`config.mk`:
```
export PLATFORM = sky130hd
export DESIGN_NAME = length_prefixed_name_demangler
export DESIGN_NICKNAME = d
export VERILOG_FILES = /design/src/design/lpnd_pkg.sv /design/src/design/length_prefixed_name_demangler.sv /design/src/design/lpnd_parser.sv /design/src/design/lpnd_out_queue.sv
export SDC_FILE = /design/constraint.sdc
export NUM_CORES = 1
export LEC_CHECK = 0
export BUFFER_PORTS_ARGS = -buffer_cell sky130_fd_sc_hd__buf_2
export CORE_MARGIN = 5
export CORE_UTILIZATION = 43
export DETAILED_ROUTE_END_ITERATION = 10
export GPL_TIMING_DRIVEN = 0
export PLACE_DENSITY = 0.64
export SLEW_MARGIN = 20
export SYNTH_ARGS = -nofsm -noshare
export SYNTH_HDL_FRONTEND = slang
export SYNTH_SLANG_ARGS = --single-unit
export TNS_END_PERCENT = 5
```
`constraint.sdc`:
```
create_clock -name clk -period 4 [get_ports clk]
set_input_delay 0.8 -clock clk [delete_from_list [all_inputs] [get_ports clk]]
set_output_delay 0.8 -clock clk [all_outputs]
set_load 0.02 [all_outputs]
```
`src/design/lpnd_pkg.sv`:
```
// ----------------------------------------------------------------------------
// lpnd_pkg: shared types and constants of the length-prefixed name demangler
// Phase and error codes, the result record and sizes of the result queue.
// ----------------------------------------------------------------------------
package lpnd_pkg;

  localparam int LEN_BITS = 16;
  localparam int Q_DEPTH  = 4;
  localparam int Q_AW     = $clog2(Q_DEPTH);
  localparam int Q_CW     = $clog2(Q_DEPTH + 1);

  localparam logic [7:0] CH_UNDERSCORE = 8'h5F;
  localparam logic [7:0] CH_UPPER_D    = 8'h44;
  localparam logic [7:0] CH_DOT        = 8'h2E;
  localparam logic [7:0] CH_ZERO       = 8'h30;
  localparam logic [7:0] CH_NINE       = 8'h39;

  typedef enum logic [2:0] {
    PH_UND   = 3'd0,
    PH_D     = 3'd1,
    PH_START = 3'd2,
    PH_LEN   = 3'd3,
    PH_NAME  = 3'd4
  } phase_t;

  typedef enum logic [2:0] {
    ERR_NONE   = 3'd0,
    ERR_PREFIX = 3'd1,
    ERR_LENGTH = 3'd2,
    ERR_CUT    = 3'd3,
    ERR_TRAIL  = 3'd4,
    ERR_ZERO   = 3'd5
  } err_t;

  typedef struct packed {
    logic [7:0] ch;
    logic       verdict;
    logic       acc;
    err_t       code;
    logic       last;
  } res_t;

endpackage

```
`src/design/length_prefixed_name_demangler.sv`:
```
// ----------------------------------------------------------------------------
// length_prefixed_name_demangler: streaming demangler for _D-prefixed symbols
// Input register, parse step and a four-entry result queue.
// ----------------------------------------------------------------------------
// One symbol byte is taken per request; tlast marks the final byte. The block
// emits each name byte, a dot ahead of every name after the first, and on the
// final byte a verdict (tuser high) with accepted flag and error code. A byte
// passes the input register and the parse step and then sits in the result
// queue until taken. Sustained rate is one byte per cycle while the output side
// takes one result per cycle; a byte that yields two results (a character plus
// the verdict) sends them one after the other through the single output port.
module length_prefixed_name_demangler (
  input  logic        clk,
  input  logic        rst,
  input  logic        s_tvalid,
  output logic        s_tready,
  input  logic [7:0]  s_tdata,   // [7:0] in_byte
  input  logic        s_tlast,   // end_of_symbol
  output logic        m_tvalid,
  input  logic        m_tready,
  output logic [15:0] m_tdata,   // [7:0] out_char, [8] accepted, [11:9] error_code
  output logic        m_tlast,   // last_of_run
  output logic        m_tuser    // is_verdict
);
  import lpnd_pkg::*;

  logic       in_valid;
  logic [7:0] in_byte;
  logic       in_eos;
  logic       step;
  logic       room2;
  logic [1:0] res_count;
  res_t       res0, res1, out_res;

  assign step     = in_valid && room2;
  assign s_tready = !in_valid || step;

  always_ff @(posedge clk) begin
    if (rst) begin
      in_valid <= 1'b0;
    end else if (s_tready) begin
      in_valid <= s_tvalid;
    end
  end

  always_ff @(posedge clk) begin
    if (s_tready && s_tvalid) begin
      in_byte <= s_tdata;
      in_eos  <= s_tlast;
    end
  end

  lpnd_parser u_parser (
    .clk           (clk),
    .rst           (rst),
    .step          (step),
    .in_byte       (in_byte),
    .end_of_symbol (in_eos),
    .res_count     (res_count),
    .res0          (res0),
    .res1          (res1)
  );

  lpnd_out_queue u_queue (
    .clk        (clk),
    .rst        (rst),
    .push_count (step ? res_count : 2'd0),
    .push0      (res0),
    .push1      (res1),
    .room2      (room2),
    .out_valid  (m_tvalid),
    .out_ready  (m_tready),
    .out_res    (out_res)
  );

  assign m_tdata = {4'd0, out_res.code, out_res.acc, out_res.ch};
  assign m_tlast = out_res.last;
  assign m_tuser = out_res.verdict;

  a_verdict_last: assert property (@(posedge clk) disable iff (rst)
    m_tvalid && m_tuser |-> m_tlast)
    else $error("verdict not marked last of run");

  a_verdict_acc: assert property (@(posedge clk) disable iff (rst)
    m_tvalid && m_tuser |-> (m_tdata[8] == (m_tdata[11:9] == ERR_NONE)))
    else $error("accepted flag disagrees with error code");

  a_char_clean: assert property (@(posedge clk) disable iff (rst)
    m_tvalid && !m_tuser |-> (m_tdata[11:8] == 4'd0))
    else $error("character result carries verdict fields");

  a_ready_empty: assert property (@(posedge clk) disable iff (rst)
    !in_valid |-> s_tready)
    else $error("input stalled with empty input register");

endmodule

```
`src/design/lpnd_parser.sv`:
```
// ----------------------------------------------------------------------------
// lpnd_parser: per-byte parse step
// Holds the symbol state and turns one registered byte into up to two results.
// ----------------------------------------------------------------------------
module lpnd_parser (
  input  logic              clk,
  input  logic              rst,
  input  logic              step,
  input  logic [7:0]        in_byte,
  input  logic              end_of_symbol,
  output logic [1:0]        res_count,
  output lpnd_pkg::res_t    res0,
  output lpnd_pkg::res_t    res1
);
  import lpnd_pkg::*;

  phase_t              phase, phase_s, phase_next;
  logic [LEN_BITS-1:0] len_acc, len_acc_s, len_acc_next;
  logic [LEN_BITS-1:0] remain, remain_s, remain_next;
  logic                seen, seen_s, seen_next;
  err_t                err, err_s, err_next;

  logic                is_dig;
  logic [3:0]          dig;
  logic [LEN_BITS+3:0] len_mul;
  logic                len_ovf;
  logic                ok;
  logic [LEN_BITS-1:0] rem_dec;

  assign is_dig  = (in_byte >= CH_ZERO) && (in_byte <= CH_NINE);
  assign dig     = 4'(in_byte - CH_ZERO);
  assign len_mul = ({4'd0, len_acc} << 3) + ({4'd0, len_acc} << 1) + (LEN_BITS+4)'(dig);
  assign len_ovf = |len_mul[LEN_BITS+3:LEN_BITS];
  assign ok      = (err == ERR_NONE) && (in_byte != 8'd0);

  // Next state: one parse step, then back to reset values at the symbol end
  always_comb begin
    phase_s   = phase;
    len_acc_s = len_acc;
    remain_s  = remain;
    seen_s    = seen;
    err_s     = err;
    rem_dec   = '0;
    if (err == ERR_NONE) begin
      if (in_byte == 8'd0) begin
        err_s = ERR_ZERO;
      end else begin
        unique case (phase)
          PH_UND: begin
            if (in_byte == CH_UNDERSCORE) phase_s = PH_D;
            else err_s = ERR_PREFIX;
          end
          PH_D: begin
            if (in_byte == CH_UPPER_D) phase_s = PH_START;
            else err_s = ERR_PREFIX;
          end
          PH_START: begin
            if (is_dig) begin
              len_acc_s = LEN_BITS'(dig);
              phase_s   = PH_LEN;
            end else begin
              err_s = seen ? ERR_TRAIL : ERR_LENGTH;
            end
          end
          PH_LEN: begin
            if (is_dig) begin
              if (len_ovf) err_s = ERR_LENGTH;
              else len_acc_s = len_mul[LEN_BITS-1:0];
            end else if (len_acc == '0) begin
              err_s = ERR_LENGTH;
            end else begin
              rem_dec   = len_acc - LEN_BITS'(1);
              remain_s  = rem_dec;
              len_acc_s = '0;
              if (rem_dec == '0) begin
                phase_s = PH_START;
                seen_s  = 1'b1;
              end else begin
                phase_s = PH_NAME;
              end
            end
          end
          PH_NAME: begin
            if (remain == '0) begin
              phase_s = PH_START;
              seen_s  = 1'b1;
            end else begin
              rem_dec  = remain - LEN_BITS'(1);
              remain_s = rem_dec;
              if (rem_dec == '0) begin
                phase_s = PH_START;
                seen_s  = 1'b1;
              end
            end
          end
          default: err_s = ERR_PREFIX;
        endcase
      end
    end

    if (end_of_symbol) begin
      phase_next   = PH_UND;
      len_acc_next = '0;
      remain_next  = '0;
      seen_next    = 1'b0;
      err_next     = ERR_NONE;
    end else begin
      phase_next   = phase_s;
      len_acc_next = len_acc_s;
      remain_next  = remain_s;
      seen_next    = seen_s;
      err_next     = err_s;
    end
  end

  // Outputs: character or dot first, verdict after it
  logic emit_dot, emit_chr, has_char;
  err_t code;
  res_t chr_res, ver_res;

  always_comb begin
    emit_dot = ok && (phase == PH_START) && is_dig && seen;
    emit_chr = ok && (((phase == PH_LEN) && !is_dig && (len_acc != '0)) ||
                      ((phase == PH_NAME) && (remain != '0)));
    has_char = emit_dot || emit_chr;

    code = err_s;
    if (err_s == ERR_NONE) begin
      unique case (phase_s) inside
        PH_UND, PH_D: code = ERR_PREFIX;
        PH_START:     code = seen_s ? ERR_NONE : ERR_LENGTH;
        PH_LEN:       code = (len_acc_s == '0) ? ERR_LENGTH : ERR_CUT;
        PH_NAME:      code = ERR_CUT;
        default:      code = ERR_PREFIX;
      endcase
    end

    chr_res         = '0;
    chr_res.ch      = emit_dot ? CH_DOT : in_byte;
    chr_res.code    = ERR_NONE;
    chr_res.last    = !end_of_symbol;

    ver_res         = '0;
    ver_res.verdict = 1'b1;
    ver_res.acc     = (code == ERR_NONE);
    ver_res.code    = code;
    ver_res.last    = 1'b1;

    res0      = has_char ? chr_res : ver_res;
    res1      = ver_res;
    res_count = 2'(has_char) + 2'(end_of_symbol);
  end

  always_ff @(posedge clk) begin
    if (rst) begin
      phase   <= PH_UND;
      len_acc <= '0;
      remain  <= '0;
      seen    <= 1'b0;
      err     <= ERR_NONE;
    end else if (step) begin
      phase   <= phase_next;
      len_acc <= len_acc_next;
      remain  <= remain_next;
      seen    <= seen_next;
      err     <= err_next;
    end
  end

endmodule

```
`src/design/lpnd_out_queue.sv`:
```
// ----------------------------------------------------------------------------
// lpnd_out_queue: small result queue
// Takes up to two results a cycle, hands out one a cycle to the stream side while it is ready.
// ----------------------------------------------------------------------------
module lpnd_out_queue (
  input  logic              clk,
  input  logic              rst,
  input  logic [1:0]        push_count,
  input  lpnd_pkg::res_t    push0,
  input  lpnd_pkg::res_t    push1,
  output logic              room2,
  output logic              out_valid,
  input  logic              out_ready,
  output lpnd_pkg::res_t    out_res
);
  import lpnd_pkg::*;

  res_t            entries [Q_DEPTH];
  logic [Q_AW-1:0] wr_ptr, rd_ptr;
  logic [Q_CW-1:0] count, count_next;
  logic            pop;
  logic [Q_AW-1:0] wr_ptr1;

  assign out_valid = (count != '0);
  assign out_res   = entries[rd_ptr];
  assign pop       = out_valid && out_ready;
  assign room2     = (count <= Q_CW'(Q_DEPTH - 2));
  assign wr_ptr1   = wr_ptr + Q_AW'(1);

  always_comb begin
    count_next = count + Q_CW'(push_count) - Q_CW'(pop);
  end

  always_ff @(posedge clk) begin
    if (push_count != 2'd0) entries[wr_ptr] <= push0;
    if (push_count == 2'd2) entries[wr_ptr1] <= push1;
  end

  always_ff @(posedge clk) begin
    if (rst) begin
      wr_ptr <= '0;
      rd_ptr <= '0;
      count  <= '0;
    end else begin
      wr_ptr <= wr_ptr + Q_AW'(push_count);
      if (pop) rd_ptr <= rd_ptr + Q_AW'(1);
      count <= count_next;
    end
  end

endmodule
```
# Word-level counts from Yosys, hierarchy flattened
# Memories as Yosys holds them, arrays and structs flattened. A register that Yosys moved wholly into a read port is not among the register bits.
# Index checks and enable logic that the tools add are counted.
# totals
reg_bits	56
latch_bits	0
ram_bits	56
romBits	0
in_bits	13
memories	1
# op_classes
add_sub_neg	11
n_mul	0
n_div	0
magnitude_cmp	3
eq_ne	14
shifts	0
n_mux	60
n_bitwise	0
reduce_logical	37
# memory_table
memory	depth	word_bits	rd	rd_ports_with_merged_regs	wr	line_no	rtl
u_queue.entries	4	14	1	1	2	lpnd_out_queue.sv:18	res_t entries [Q_DEPTH];
# op_table
cell	n
16-bit 2-to-1 mux	13
16-bit logical NOT	5
3-bit 2-to-1 mux	22
16-bit case mux with 2 select lines	2
16-bit nonzero test	2
16-bit by 1-bit subtractor with 16-bit output, second input constant	2
3-bit case mux with 5 select lines	2
19-bit by 17-bit adder with 20-bit output	1
20-bit by 4-bit adder with 20-bit output	1
8-bit by 7-bit equality test with 1-bit output, second input constant	2
14-bit 2-to-1 mux	1
1-bit 2-to-1 mux	13
3-bit by 2-bit equality test with 1-bit output, second input constant	4
1-bit logical AND	12
3-bit logical NOT	4
3-bit != test, second input constant	3
3-bit case mux with 3 select lines	1
8-bit by 6-bit greater-or-equal comparator with 1-bit output, second input constant	1
8-bit by 6-bit <= comparator with 1-bit output, second input constant	1
8-bit logical NOT	1
2-bit 2-to-1 mux	4
8-bit 2-to-1 mux	1
8-bit nonzero test	1
7-bit AND reduction	1
17 further kinds	25

# Logic depth before layout (Yosys ltp)
# depth
word_depth	14
mapped_depth	19
mapped_depth_nobuf	18

# Hierarchy
# From an unflattened synthesis, not the netlist that was laid out.
# unflattened
hier_cells	843
area_unflattened_um2	8311.7
# by_module_without_submodules
module	instances	cells_each	area_each_um2	seq_area_each_um2
lpnd_parser	1	635	4601.9	780.7
lpnd_out_queue	1	186	3328.2	1861.8
length_prefixed_name_demangler	1	22	381.6	290.3

# Least setup slack after synthesis
# Ideal clock, no wire load.
# synth_timing
path_kind	flip-flop to flip-flop
start	reg u_parser.len_acc[0]
end	mem u_queue.entries[0][1] in the netlist's numbering (data pin)
setup_ns	0.264
arrival_time_ns	3.990
slack_ns	-0.254
path_stages_with_launch	17
synth_period_minus_slack_ns	4.254
cell_sequence	dfxtp_1 > buf_2 > inv_1 > fa_1 > inv_1 > fa_1 > a211oi_2 > nor3_2 > o21ai_0 > mux2i_1 > o211ai_2 > or3_1 > buf_2 > mux2i_1 > or4_4 > nor4_4 > nor2_1
# synth_lines
item	line_no	rtl
from (decl)	lpnd_parser.sv:18	logic [LEN_BITS-1:0] len_acc, len_acc_s, len_acc_next;
from (signal assigned)	lpnd_parser.sv:163	len_acc <= len_acc_next;
to (decl)	lpnd_out_queue.sv:18	

==> reports/results.txt <==
routability cong.: 0.952
layout cells sized above 1: 18.4%
initial core utilization: 44.1%
status: complete, but fails checks
Required @ worst endpoint: 4160 ps
Cells after Synth: 902
# IOs: 33
filler instances: 1,647
fin area: 9030 µm²
pre-CTS WS: -658 ps
max-slew violation count: 0
failing checks: setup timing
Buf+Inv Stages, Crit Path: 3
clock sinks: 114
commonest non-fill, non-tap cell in the layout: nand2_1
area of the multi-input gates: 4970 µm²
clock edge transition at the registers on the reported setup and hold paths: 60 ps
initial antenna violation count: 0
final hold vios: 0
CP arrival: 4400 ps
area grow syn2layout: 17.9%
DR pass1 iterations: 5
die height: 143 µm
vias: 7,114
clk_skew: 13.5 ps
GRT Residual Overflow: 0
# setup viols final: 13
count of unique library cells instantiated by Yosys: 85
vias in the first global route: 6,874
Max stage delay cell, worst path: fa_1
critical path class: reg2reg
syn avg cell area: 8.49 µm²
DRT Wirelength: 22,500 µm
Final #Nets: 1,022
delay-heaviest family, CP: simple AND/OR/NAND/NOR gates
Ant. Diodes: 0
hold-fix buffers at CTS: 0
die width: 143 µm
Slew HR: 49.8%
Main synth FF type: dfxtp_1
CP cell instances: buf_6, inv_4, fa_1, inv_2, fa_2, a211oi_4, nor3_4, o21ai_2, mux2i_1, nand2_1, nor4b_4, mux2i_2, or4_4, nor4_4, nor2_1
Clock Path Buffers: 2
PortBufs: 27
HPWL Detailed: 16,200 µm
worst vdd ir: 0.346 mV
Worst Tran Pin Value: 748 ps
CTS Buf Count: 17
H-tree depth: 4
Seq/Total Area, Yosys: 33.1%
GR Util All Layers: 22.3%
HP Class: reg2reg
Fmax: 236 MHz
ys async rst share: 0%
unrepaired setup endpoints after global routing: true
Area after DPL: 8100 µm²
number of remaining DRC errors: 0
Power Density: 390 nW/µm²
register area: 2530 µm²
worst skew pair latency: 430 ps
Placement Rows: 48
worst-path fanout max: 4
global-route wire length before repair: 36,100 µm
post-route clock period utilization: 106%
core area: 17,400 µm²
ANT nets after route: 0
number of enable flip-flop cells after synthesis: 25
flops & latches, synth: 114
largest net degree at the start of global routing: 17
WL/cell: 18.7 µm
die area: 20,600 µm²
Initial DRC Count: 481
Max Cap Viol: 0
CTS tree: built
Worst setup SP type: register
Ys Warns: 0
Tmin final: 4240 ps
mapped cell area: 7660 µm²
max incr delay on CP: 550 ps
CTS root buffer: clkbuf_16
worst setup margin: -236 ps
Leakage: 3.63 nW
DR vias/cell: 5.91
crit path capture type: register
commonest cells after routing, fill and taps aside: nand2_1 (113), nor2_1 (97), dfxtp_1 (87)
-- final timing paths --
path / end / cells past startpoint / slack, ps / startpoint
max: u_queue.entries[1][1] / 15 / -240 / u_parser.len_acc[2]
min: u_queue.entries[0][5] / 2 / 450 / u_queue.entries[0][5]
max reg2reg: u_queue.entries[1][1] / 15 / -240 / u_parser.len_acc[2]
min reg2reg: u_queue.entries[0][5] / 2 / 450 / u_queue.entries[0][5]
-- registers in the layout (all words and copies together) (netlist names), named ones only --
| register | flops |
|---|---|
| u_queue.wr_ptr | 2 |
| u_parser.seen | 1 |
| u_queue.rd_ptr | 2 |
| u_parser.phase | 3 |
| u_queue.entries | 56 |
| in_eos | 1 |
| u_parser.err | 3 |
| u_parser.remain | 16 |
| u_queue.count | 3 |
| u_parser.len_acc | 16 |
| in_byte | 8 |
| in_valid | 1 |
-- where the power goes --
| group | internal, mW | switching [mW] | total, mW |
|---|---|---|---|
| Combinational | 0.283 | 0.417 | 0.700 |
| Sequential | 1.25 | 0.0504 | 1.30 |
| Clock | 0.886 | 0.640 | 1.53 |
-- cell usage after synthesis, types with 12 or more instances --
master	n	area (µm²)
a21oi_1	52	260
a22oi_1	16	120
and2_1	12	75.1
buf_2	13	65.1
clkbuf_1	33	124
dfxtp_1	89	1780
edfxtp_1	25	751
ha_1	40	500
inv_1	24	90.1
mux4_2	14	315
nand2_1	114	428
nand3_1	12	60.1
nor2_1	98	368
nor3_1	23	115
o21ai_0	65	325
or3_1	18	113
xnor2_1	26	228
xor2_1	14	123
-- worst reg2reg max path: cells and delay by family, from the launching register on --
family | cells | cell delay, ps
and+or+nand+nor | 6 | 1550
muxes | 2 | 430
adders and majority gates | 2 | 960
DFF | 1 | 340
buffers and inverters | 3 | 190
AOI/OAI and AO/OA | 2 | 490
-- layout make-up --
cell class              count  area share (%)
inverters                  24            1.11
repair buffers             45            3.04
clock inverters            15            1.76
plain buffers              56            3.08
well taps                 225            3.12
clock buffers              17            4.71
multi-input cells         708            55.1
flip-flops and latches    114            28.1
-- through the flow --
stage | power (mW) | hold WS (ps) | TNS [ps] | cells | util, %
final | 3.52 | 452 | -1500 | 1204 | 52.0
after global routing | 3.68 | 477 | -4080 | 1204 | 52.0
after CTS | 3.53 | 454 | -1490 | 1202 | 51.4
after detailed placement | 1.99 | 442 | -25420 | 1157 | 46.7
after global placement | 1.98 | 430 | -23480 | 1157 | 46.7
after floorplan | 1.81 | 418 | 0 | 905 | -
-- kinds of logic after synthesis --
group           synth area share [%]
other cells                   0.0490
fa+ha+maj                       7.32
simple gates                    23.7
flops                           33.1
mux                             5.31
compound gates                  21.1
buf+inv                         4.84
xor+xnor                        4.58
-- metal layers --
layer | share of wire (%) | global-route usage (%) | wire length (µm)
met1 | 44 | 29.5 | 9900
met5 | 0 | 0 | 0
met3 | 5.7 | 4.53 | 1280
met4 | 2.7 | 7.43 | 604
met2 | 48 | 36.6 | 10700
-- timing repair --
action / 4_1_cts / 5_1_grt
pin swaps: 21 / 4
setup buffers: 15 / 3
cloned: 0 / 0
endpoints found under the setup margin: 86 / 86
resized for setup: 31 / 18
Note: power is estimated with default switching activity, not from simulation.
